<file path="src/sv/pod_pkg.sv">
// Package for the planar odometry integrator: constants, sequencer states,
// multiplier control structs and the CORDIC arctangent table.
// No dependencies.
package pod_pkg;

  localparam int CORDIC_STEPS_DEF = 16;
  localparam int MUL_W = 32;
  localparam int MUL_CNT_W = $clog2(MUL_W);

  localparam logic [15:0] STEP_TIME_RST  = 16'd2163;
  localparam logic [15:0] SPEED_GAIN_RST = 16'd1311;
  localparam logic [31:0] INV_TWO_PI_Q34  = 32'd2734261102;
  localparam logic [31:0] CORDIC_INV_GAIN = 32'd2608131496;

  typedef enum logic [1:0] {
    REG_ENABLED    = 2'd0,
    REG_STEP_TIME  = 2'd1,
    REG_SPEED_GAIN = 2'd2,
    REG_NONE       = 2'd3
  } reg_idx_t;

  typedef enum logic [3:0] {
    S_IDLE, S_GD, S_W, S_ANG, S_ROT, S_CORD, S_KX, S_KY, S_PX, S_PY, S_OUT
  } state_t;

  typedef struct packed {
    logic start;
  } mul_ctl_t;

  typedef struct packed {
    logic busy;
    logic done;
  } mul_sts_t;

  // arctangent of 2^-i in binary-angle units (full turn = 2^32)
  function automatic logic [31:0] atan_entry(input logic [4:0] i);
    logic [31:0] v;
    unique case (i)
      5'd0:  v = 32'h20000000;  5'd1:  v = 32'h12E4051E;
      5'd2:  v = 32'h09FB385B;  5'd3:  v = 32'h051111D4;
      5'd4:  v = 32'h028B0D43;  5'd5:  v = 32'h0145D7E1;
      5'd6:  v = 32'h00A2F61E;  5'd7:  v = 32'h00517C55;
      5'd8:  v = 32'h0028BE53;  5'd9:  v = 32'h00145F2F;
      5'd10: v = 32'h000A2F98;  5'd11: v = 32'h000517CC;
      5'd12: v = 32'h00028BE6;  5'd13: v = 32'h000145F3;
      5'd14: v = 32'h0000A2FA;  5'd15: v = 32'h0000517D;
      5'd16: v = 32'h000028BE;  5'd17: v = 32'h0000145F;
      5'd18: v = 32'h00000A30;  5'd19: v = 32'h00000518;
      5'd20: v = 32'h0000028C;  5'd21: v = 32'h00000146;
      5'd22: v = 32'h000000A3;  5'd23: v = 32'h00000051;
      5'd24: v = 32'h00000029;  5'd25: v = 32'h00000014;
      5'd26: v = 32'h0000000A;  5'd27: v = 32'h00000005;
      5'd28: v = 32'h00000003;  5'd29: v = 32'h00000001;
      5'd30: v = 32'h00000001;  5'd31: v = 32'h00000000;
      default: v = 32'h00000000;
    endcase
    return v;
  endfunction

endpackage

</file>
<file path="src/sv/pod_sermul.sv">
// Bit-serial unsigned shift-add multiplier, one multiplier bit per cycle.
// Depends on pod_pkg.
module pod_sermul (
  input  logic                         clk,
  input  logic                         rst_n,
  input  pod_pkg::mul_ctl_t            ctl,
  input  logic [pod_pkg::MUL_W-1:0]    a,
  input  logic [pod_pkg::MUL_W-1:0]    b,
  output pod_pkg::mul_sts_t            sts,
  output logic [2*pod_pkg::MUL_W-1:0]  p
);
  localparam int W = pod_pkg::MUL_W;
  localparam int CW = pod_pkg::MUL_CNT_W;

  logic [W-1:0]   a_r, a_nxt;
  logic [2*W-1:0] p_r, p_nxt;
  logic [CW-1:0]  cnt_r, cnt_nxt;
  logic           busy_r, busy_nxt;
  logic           done_r, done_nxt;
  logic [W:0]     sum;

  always_ff @(posedge clk) begin
    if (!rst_n) begin
      busy_r <= 1'b0;
      done_r <= 1'b0;
      cnt_r  <= '0;
    end else begin
      busy_r <= busy_nxt;
      done_r <= done_nxt;
      cnt_r  <= cnt_nxt;
    end
    a_r <= a_nxt;
    p_r <= p_nxt;
  end

  always_comb begin
    a_nxt    = a_r;
    p_nxt    = p_r;
    cnt_nxt  = cnt_r;
    busy_nxt = busy_r;
    done_nxt = 1'b0;
    // upper half plus multiplicand when the low bit is set, then shift right
    sum = {1'b0, p_r[2*W-1:W]} + (p_r[0] ? {1'b0, a_r} : '0);
    if (busy_r) begin
      p_nxt   = {sum, p_r[W-1:1]};
      cnt_nxt = cnt_r + 1'b1;
      if (cnt_r == CW'(W - 1)) begin
        busy_nxt = 1'b0;
        done_nxt = 1'b1;
      end
    end else if (ctl.start) begin
      a_nxt    = a;
      p_nxt    = {{W{1'b0}}, b};
      cnt_nxt  = '0;
      busy_nxt = 1'b1;
    end
  end

  assign sts.busy = busy_r;
  assign sts.done = done_r;
  assign p = p_r;
endmodule

</file>
<file path="src/sv/planar_odometry_integrator.sv">
// Planar dead-reckoning odometry: heading step, CORDIC rotation, position update.
// Depends on pod_pkg and pod_sermul.
//
//  channel  ports                                   handshake
//  in       in_fwd_speed, in_side_speed, in_turn_rate  in_valid / in_stall
//  out      out_pos_x, out_pos_y, out_heading, out_updated  out_valid / out_stall
//  cfg      psel penable pwrite paddr pwdata prdata pready  APB, pready tied high
//
// An enabled item runs seven products through the one bit-serial multiplier and
// one CORDIC step per cycle; a disabled item goes straight to the output state.
// Synchronous active-low reset clears the pose and loads register defaults.
// A new item is taken once the sequencer is idle; a stalled result holds the
// sequencer in its last state until the output register frees.
module planar_odometry_integrator #(
  parameter int CORDIC_STEPS = pod_pkg::CORDIC_STEPS_DEF
) (
  input  logic               clk,
  input  logic               rst_n,
  input  logic               in_valid,
  output logic               in_stall,
  input  logic signed [15:0] in_fwd_speed,
  input  logic signed [15:0] in_side_speed,
  input  logic signed [15:0] in_turn_rate,
  output logic               out_valid,
  input  logic               out_stall,
  output logic signed [31:0] out_pos_x,
  output logic signed [31:0] out_pos_y,
  output logic        [31:0] out_heading,
  output logic               out_updated,
  input  logic               psel,
  input  logic               penable,
  input  logic               pwrite,
  input  logic        [3:0]  paddr,
  input  logic        [31:0] pwdata,
  output logic        [31:0] prdata,
  output logic               pready
);
  localparam int STEPS_USED = (CORDIC_STEPS > 32) ? 32 : CORDIC_STEPS;
  localparam logic [4:0] LAST_STEP = 5'(STEPS_USED - 1);
  localparam int W = pod_pkg::MUL_W;

  pod_pkg::state_t state_r, state_nxt;
  logic               enabled_r;
  logic [15:0]        step_time_r, speed_gain_r;
  logic signed [15:0] vx_r, vx_nxt, vy_r, vy_nxt, w_r, w_nxt;
  logic [31:0]        gd_r, gd_nxt, rad_r, rad_nxt, yaw_r, yaw_nxt;
  logic               neg_r, neg_nxt;
  logic signed [27:0] cx_r, cx_nxt, cy_r, cy_nxt;
  logic signed [31:0] z_r, z_nxt;
  logic [4:0]         it_r, it_nxt;
  logic signed [31:0] xa_r, xa_nxt, ya_r, ya_nxt;
  logic               upd_r, upd_nxt;
  logic               ov_r, ov_nxt;
  logic signed [31:0] ox_r, ox_nxt, oy_r, oy_nxt;
  logic [31:0]        oh_r, oh_nxt;
  logic               ou_r, ou_nxt;

  pod_pkg::mul_ctl_t mctl;
  pod_pkg::mul_sts_t msts;
  logic [W-1:0]   ma, mb;
  logic [2*W-1:0] mp;

  logic               wr_en;
  pod_pkg::reg_idx_t  widx;

  // combinational scratch
  logic [15:0]        wmag;
  logic [27:0]        xmag, ymag, m28;
  logic [63:0]        rnd;
  logic [31:0]        dmag;
  logic [1:0]         q;
  logic [31:0]        res;
  logic signed [27:0] xs, ys, dx, dy;
  logic signed [28:0] delta;
  logic signed [32:0] sum;
  logic               go;

  pod_sermul u_mul (
    .clk(clk), .rst_n(rst_n), .ctl(mctl), .a(ma), .b(mb), .sts(msts), .p(mp)
  );

  assign pready = 1'b1;
  assign wr_en  = psel && penable && pwrite;
  assign widx   = pod_pkg::reg_idx_t'(paddr[3:2]);

  always_comb begin
    unique case (widx)
      pod_pkg::REG_ENABLED:    prdata = {31'b0, enabled_r};
      pod_pkg::REG_STEP_TIME:  prdata = {16'b0, step_time_r};
      pod_pkg::REG_SPEED_GAIN: prdata = {16'b0, speed_gain_r};
      default:                 prdata = '0;
    endcase
  end

  always_ff @(posedge clk) begin
    if (!rst_n) begin
      enabled_r    <= 1'b0;
      step_time_r  <= pod_pkg::STEP_TIME_RST;
      speed_gain_r <= pod_pkg::SPEED_GAIN_RST;
    end else if (wr_en) begin
      unique case (widx)
        pod_pkg::REG_ENABLED:    enabled_r    <= pwdata[0];
        pod_pkg::REG_STEP_TIME:  step_time_r  <= pwdata[15:0];
        pod_pkg::REG_SPEED_GAIN: speed_gain_r <= pwdata[15:0];
        default: ;
      endcase
    end
  end

  always_ff @(posedge clk) begin
    if (!rst_n) begin
      state_r <= pod_pkg::S_IDLE;
      yaw_r   <= '0;
      xa_r    <= '0;
      ya_r    <= '0;
      ov_r    <= 1'b0;
    end else begin
      state_r <= state_nxt;
      yaw_r   <= yaw_nxt;
      xa_r    <= xa_nxt;
      ya_r    <= ya_nxt;
      ov_r    <= ov_nxt;
    end
    vx_r  <= vx_nxt;  vy_r  <= vy_nxt;  w_r  <= w_nxt;
    gd_r  <= gd_nxt;  rad_r <= rad_nxt; neg_r <= neg_nxt;
    cx_r  <= cx_nxt;  cy_r  <= cy_nxt;  z_r  <= z_nxt;  it_r <= it_nxt;
    upd_r <= upd_nxt;
    ox_r  <= ox_nxt;  oy_r  <= oy_nxt;  oh_r <= oh_nxt; ou_r <= ou_nxt;
  end

  assign in_stall    = (state_r != pod_pkg::S_IDLE);
  assign out_valid   = ov_r;
  assign out_pos_x   = ox_r;
  assign out_pos_y   = oy_r;
  assign out_heading = oh_r;
  assign out_updated = ou_r;

  always_comb begin
    state_nxt = state_r;
    vx_nxt = vx_r;  vy_nxt = vy_r;  w_nxt = w_r;
    gd_nxt = gd_r;  rad_nxt = rad_r; neg_nxt = neg_r; yaw_nxt = yaw_r;
    cx_nxt = cx_r;  cy_nxt = cy_r;  z_nxt = z_r;  it_nxt = it_r;
    xa_nxt = xa_r;  ya_nxt = ya_r;  upd_nxt = upd_r;
    ox_nxt = ox_r;  oy_nxt = oy_r;  oh_nxt = oh_r; ou_nxt = ou_r;
    ov_nxt = ov_r && out_stall;
    ma = '0;
    mb = '0;
    go = !msts.busy && !msts.done;
    mctl.start = 1'b0;

    wmag = w_r[15] ? 16'(-w_r) : 16'(w_r);
    xmag = cx_r[27] ? 28'(-cx_r) : 28'(cx_r);
    ymag = cy_r[27] ? 28'(-cy_r) : 28'(cy_r);
    rnd  = mp + 64'h0000_0000_8000_0000;
    m28  = rnd[59:32];
    dmag = '0;
    q    = 2'((yaw_r + 32'h2000_0000) >> 30);
    res  = yaw_r - {q, 30'b0};
    xs   = {{4{vx_r[15]}}, vx_r, 8'b0};
    ys   = {{4{vy_r[15]}}, vy_r, 8'b0};
    dx   = cy_r >>> it_r;
    dy   = cx_r >>> it_r;
    delta = '0;
    sum   = '0;

    unique case (state_r)
      pod_pkg::S_IDLE: begin
        if (in_valid) begin
          vx_nxt  = in_fwd_speed;
          vy_nxt  = in_side_speed;
          w_nxt   = in_turn_rate;
          upd_nxt = enabled_r;
          state_nxt = enabled_r ? pod_pkg::S_GD : pod_pkg::S_OUT;
        end
      end
      pod_pkg::S_GD: begin
        ma = {16'b0, speed_gain_r};
        mb = {16'b0, step_time_r};
        mctl.start = go;
        if (msts.done) begin
          gd_nxt = mp[31:0];
          state_nxt = pod_pkg::S_W;
        end
      end
      pod_pkg::S_W: begin
        ma = {16'b0, wmag};
        mb = gd_r;
        mctl.start = go;
        if (msts.done) begin
          rnd = mp + 64'h8000;
          rad_nxt = rnd[47:16];
          neg_nxt = w_r[15];
          state_nxt = pod_pkg::S_ANG;
        end
      end
      pod_pkg::S_ANG: begin
        ma = rad_r;
        mb = pod_pkg::INV_TWO_PI_Q34;
        mctl.start = go;
        if (msts.done) begin
          rnd  = mp + 64'h0200_0000;
          dmag = rnd[57:26];
          yaw_nxt = neg_r ? yaw_r - dmag : yaw_r + dmag;
          state_nxt = pod_pkg::S_ROT;
        end
      end
      pod_pkg::S_ROT: begin
        // exact quarter turn first, the rest is within +-45 degrees
        unique case (q)
          2'd0: begin cx_nxt = xs;  cy_nxt = ys;  end
          2'd1: begin cx_nxt = -ys; cy_nxt = xs;  end
          2'd2: begin cx_nxt = -xs; cy_nxt = -ys; end
          default: begin cx_nxt = ys; cy_nxt = -xs; end
        endcase
        z_nxt  = res;
        it_nxt = '0;
        state_nxt = pod_pkg::S_CORD;
      end
      pod_pkg::S_CORD: begin
        if (!z_r[31]) begin
          cx_nxt = cx_r - dx;
          cy_nxt = cy_r + dy;
          z_nxt  = z_r - pod_pkg::atan_entry(it_r);
        end else begin
          cx_nxt = cx_r + dx;
          cy_nxt = cy_r - dy;
          z_nxt  = z_r + pod_pkg::atan_entry(it_r);
        end
        it_nxt = it_r + 1'b1;
        if (it_r == LAST_STEP) state_nxt = pod_pkg::S_KX;
      end
      pod_pkg::S_KX: begin
        ma = {4'b0, xmag};
        mb = pod_pkg::CORDIC_INV_GAIN;
        mctl.start = go;
        if (msts.done) begin
          cx_nxt = cx_r[27] ? -$signed(m28) : $signed(m28);
          state_nxt = pod_pkg::S_KY;
        end
      end
      pod_pkg::S_KY: begin
        ma = {4'b0, ymag};
        mb = pod_pkg::CORDIC_INV_GAIN;
        mctl.start = go;
        if (msts.done) begin
          cy_nxt = cy_r[27] ? -$signed(m28) : $signed(m28);
          state_nxt = pod_pkg::S_PX;
        end
      end
      pod_pkg::S_PX: begin
        ma = {4'b0, xmag};
        mb = gd_r;
        mctl.start = go;
        if (msts.done) begin
          delta = cx_r[27] ? -$signed({1'b0, m28}) : $signed({1'b0, m28});
          sum = 33'(xa_r) + 33'(delta);
          if (sum[32] != sum[31]) xa_nxt = sum[32] ? 32'sh8000_0000 : 32'sh7FFF_FFFF;
          else xa_nxt = sum[31:0];
          state_nxt = pod_pkg::S_PY;
        end
      end
      pod_pkg::S_PY: begin
        ma = {4'b0, ymag};
        mb = gd_r;
        mctl.start = go;
        if (msts.done) begin
          delta = cy_r[27] ? -$signed({1'b0, m28}) : $signed({1'b0, m28});
          sum = 33'(ya_r) + 33'(delta);
          if (sum[32] != sum[31]) ya_nxt = sum[32] ? 32'sh8000_0000 : 32'sh7FFF_FFFF;
          else ya_nxt = sum[31:0];
          state_nxt = pod_pkg::S_OUT;
        end
      end
      pod_pkg::S_OUT: begin
        if (!ov_r || !out_stall) begin
          ox_nxt = xa_r;
          oy_nxt = ya_r;
          oh_nxt = yaw_r;
          ou_nxt = upd_r;
          ov_nxt = 1'b1;
          state_nxt = pod_pkg::S_IDLE;
        end
      end
      default: state_nxt = pod_pkg::S_IDLE;
    endcase
  end
endmodule

</file>
<file path="config.mk">
export PLATFORM = sky130hd
export DESIGN_NAME = planar_odometry_integrator
export DESIGN_NICKNAME = d
export VERILOG_FILES = /design/src/sv/pod_pkg.sv /design/src/sv/pod_sermul.sv /design/src/sv/planar_odometry_integrator.sv
export SDC_FILE = /design/constraint.sdc
export NUM_CORES = 2
export LEC_CHECK = 0
export ABC_AREA = 0
export BUFFER_PORTS_ARGS = -buffer_cell sky130_fd_sc_hd__buf_4
export CAP_MARGIN = 20
export CELL_PAD_IN_SITES_DETAIL_PLACEMENT = 0
export CELL_PAD_IN_SITES_GLOBAL_PLACEMENT = 1
export CORE_MARGIN = 2
export CORE_UTILIZATION = 40
export DETAILED_ROUTE_END_ITERATION = 8
export PLACE_DENSITY_LB_ADDON = 0.1
export SYNTH_ARGS = -nofsm -noshare
export SYNTH_HDL_FRONTEND = slang
export SYNTH_HIERARCHICAL = 1
export SYNTH_SLANG_ARGS = --single-unit
</file>
<file path="constraint.sdc">
create_clock -name clk -period 7.6 [get_ports clk]
set_input_delay 0.38 -clock clk [delete_from_list [all_inputs] [get_ports clk]]
set_output_delay 0.38 -clock clk [all_outputs]
set_load 0.05 [all_outputs]
</file>
==> run summary <==
Remaining global-route overflow: 0
Hold path startpoint: paddr[3]
Slew headroom: 21.8%
Worst-margin pin slew: 1.16 ns
Crit start category: flop
Initial DRC Count: 4,135
Placed instance count: 6,598
Fin util: 45.8%
CTS clk-pin slew, worst paths: 0.07 ns
Detailed-route wire length per cell: 24.3 um
Fin Setup TNS: 0 ns
Period utilization: 90.2%
First-pass GRT wire length: 244,000 um
Fin Clk Skew: 0.0434 ns
CP endpoint kind: flop
HPWL after detailed placement: 124,000 um
Number of buffers and inverters on the critical path: 2
Crit path cell chain: ha_1 > nand4_1 > nor4_1 > buf_4 > nand3_1 > a221o_1 > nor3b_2 > nand4_1 > o21ai_0 > xnor2_1 > ha_1 > inv_1 > o32ai_1 > a221o_1 > a31oi_1 > o21ai_1 > a31o_2 > o21ai_0 > a21oi_1
Cell Area, Placed: 0.0480 mm^2
Clock buffer depth: 3
Distinct cell type count after synthesis: 110
Diodes inserted: 0
Synth warn: 6
Syn Area/Cell: 8.87 um^2
Synth Area in XOR/XNOR: 9.43%
Routed Antenna Nets: 0
Design area: 0.0513 mm^2
Routed vias: 40,500
RSZ-0062 raised after global routing: no
Initial core utilization: 40.2%
Vias in the first global route: 37,600
Antenna violations before repair: 6
Post-Route WL: 165,000 um
Largest stage delay, worst path: 0.82 ns
Leak: 19.9 nW
Cts repair resizes: 0
Worst setup margin: 0.743 ns
Simple-gate share of the synthesized area: 16.9%
CTS buffer count: 73
Gate Count Post-Synth: 5,087
DP Worst Slack: 0.934 ns
Slowest-stage cell, CP: a31o_2
Delay-heaviest family, CP: compound AO/OA/AOI/OAI gates
Seq/Total Area, Yosys: 34.2%
DRC violations left: 0
Peak Freq: 146 MHz
Reg2Reg Depth: 19
Tightest Hold Check Type: primary input to flop
Reg2reg start: u_mul/p[32]
DIE AREA: 0.115 mm^2
Synthesized flop and latch total: 571
Die height: 340 um
Top FF cell, synth: edfxtp_1
Total Nets Final: 5,581
TritonRoute pass-1 iters: 6
WS Path Type: flop to flop
Mux share of post-synthesis cell area: 6.17%
Total Routing Usage GR: 27.6%
Worst skew pair latency: 0.68 ns
Compound-cell area share of the yosys netlist: 21.9%
IO Pins: 223
Fin crit period: 6.86 ns
Number of synthesized flops with an enable pin: 400
Final setup fails: 0
Number of vias per cell: 5.95
Adder-Cell Fraction of Synth Area: 7.34%
WP data required: 8.19 ns
CP Depth: 19
Crit Path Max Fanout: 48
Max-cap violations: 0
Largest family of logic cells by synthesized area: compound AO/OA/AOI/OAI gates
RD Place Congestion: 0.953
Cell area after synthesis: 0.0451 mm^2
Worst Setup SP: u_mul/p[32]
Final hold vios: 0
Clock sink total: 571
# fillers: 10,900
Post-synth ARST share: 0%
Area grow syn2layout: 13.8%
WHS Path Cells: 4
Root Driver: clkbuf_16
Status: complete, no violations
Cell area power density: 314 mW/mm^2
Die Span X: 340 um
Largest net degree at the start of global routing: 76
Port Buf Inserts: 187
Row cnt: 123
Postcts setup bufs: 0
Core region area: 0.112 mm^2
CTS tree: yes
IR drop worst, VDD: 0.501 mV
H-tree depth: 3
Post-route insts no fill: 6,804
Layout cell share with drive strength beyond 1: 11.3%
Arrival @ worst endpoint: 7.45 ns
Max Slew Vio Count: 0
==> metrics by stage <==
stage,total power [mW],hold slack (ns)
floorplan,9.78,0.400
global placement,12.3,0.424
detailed placement,12.3,0.428
CTS,16.1,0.0440
global route,17.0,0.0801
finish,16.1,0.0922
==> flip-flops by register name, indices dropped and copies added, names as in the netlist, 32 cells and up, named ones only <==
| signal | cells |
|---|---|
| u_mul/p | 64 |
| xa_r | 32 |
| yaw_r | 32 |
| out_pos_y | 32 |
| out_heading | 32 |
| z_r | 32 |
| gd_r | 32 |
| rad_r | 32 |
| u_mul/a_r | 32 |
| ya_r | 32 |
| out_pos_x | 32 |
==> worst min-delay path: cells and delay by family <==
kind	cells	cell delay (ns)
buffers and inverters	1	0.11
muxes	1	0.11
and+or+nand+nor	2	0.13
==> where the power goes <==
group          leakage [nW]  internal, mW  switching (mW)
registers              5.13          4.12           0.583
clock network          1.23          2.15            1.57
logic                  13.6          2.65            5.02
total                  19.9          8.93            7.17
==> logic make-up after synthesis <==
| group | Yosys count |
|---|---|
| AOI/OAI and AO/OA | 1557 |
| xor gates and xnor gates | 485 |
| adders and majority gates | 264 |
| buffers and inverters | 430 |
| DFF | 571 |
| muxes | 194 |
| other | 2 |
| and+or+nand+nor | 1584 |
==> layout by cell type, fill, tap and decap left out, drive strengths merged, types with 50 or more instances in the layout <==
cell,netlist,final
edfxtp,400,400
a31oi,60,60
clkbuf,199,90
nand2b,51,51
and2,67,67
xnor2,247,247
nor3,120,120
a21oi,452,452
mux2,53,53
ha,240,240
inv,126,131
mux2i,81,81
a21o,116,116
nand2,543,543
o21ai,398,398
o31ai,50,50
a211oi,52,52
nor2,345,345
nand3,120,120
dlygate4sd3,0,65
dfxtp,171,171
buf,103,303
xor2,238,238
mux4,60,60
nand4,54,54
==> Yosys cell counts, types with 125 or more instances <==
cell type	number	share of area (%)
ha_1	240	6.7
a21oi_1	452	5.0
edfxtp_1	400	27
xnor2_1	246	4.8
xor2_1	238	4.6
nand2_1	542	4.5
nor2_1	345	2.9
o21ai_0	387	4.3
inv_1	125	1.0
clkbuf_1	197	1.6
dfxtp_1	171	7.6
==> path summary, 6_finish.rpt <==
| check | end | slack, ns |
|---|---|---|
| worst min register to register | gd_r[11] | 0.44 |
| worst max register to register | xa_r[14] | 0.74 |
| worst min-delay path | enabled_r | 0.09 |
| worst max-delay path | xa_r[14] | 0.74 |
==> routing by layer <==
| layer | global-route usage, % | vias up | wire length (um) |
|---|---|---|---|
| met2 | 42.1 | 1340 | 72700 |
| met5 | 0 | - | 18 |
| met4 | 7.67 | 4 | 4730 |
| met3 | 5.21 | 199 | 12200 |
| met1 | 39.8 | 19700 | 75600 |
| li1 | - | 19200 | - |
==> layout make-up <==
type	count	area, um^2	area share [%]
flip-flops and latches	571	15400	30.1
clock inverters	46	601	1.17
well taps	1500	1880	3.66
multi-input cells	4101	28000	54.5
inverters	128	480	0.936
repair buffers	368	2990	5.82
clock buffers	90	1960	3.82
==> timing repair <==
item	in CTS	in global routing
endpoints found under the setup margin	0	0
hold buffers	65	0
endpoints found under the hold margin	82	0
Note: power is estimated with default switching activity, not from simulation.
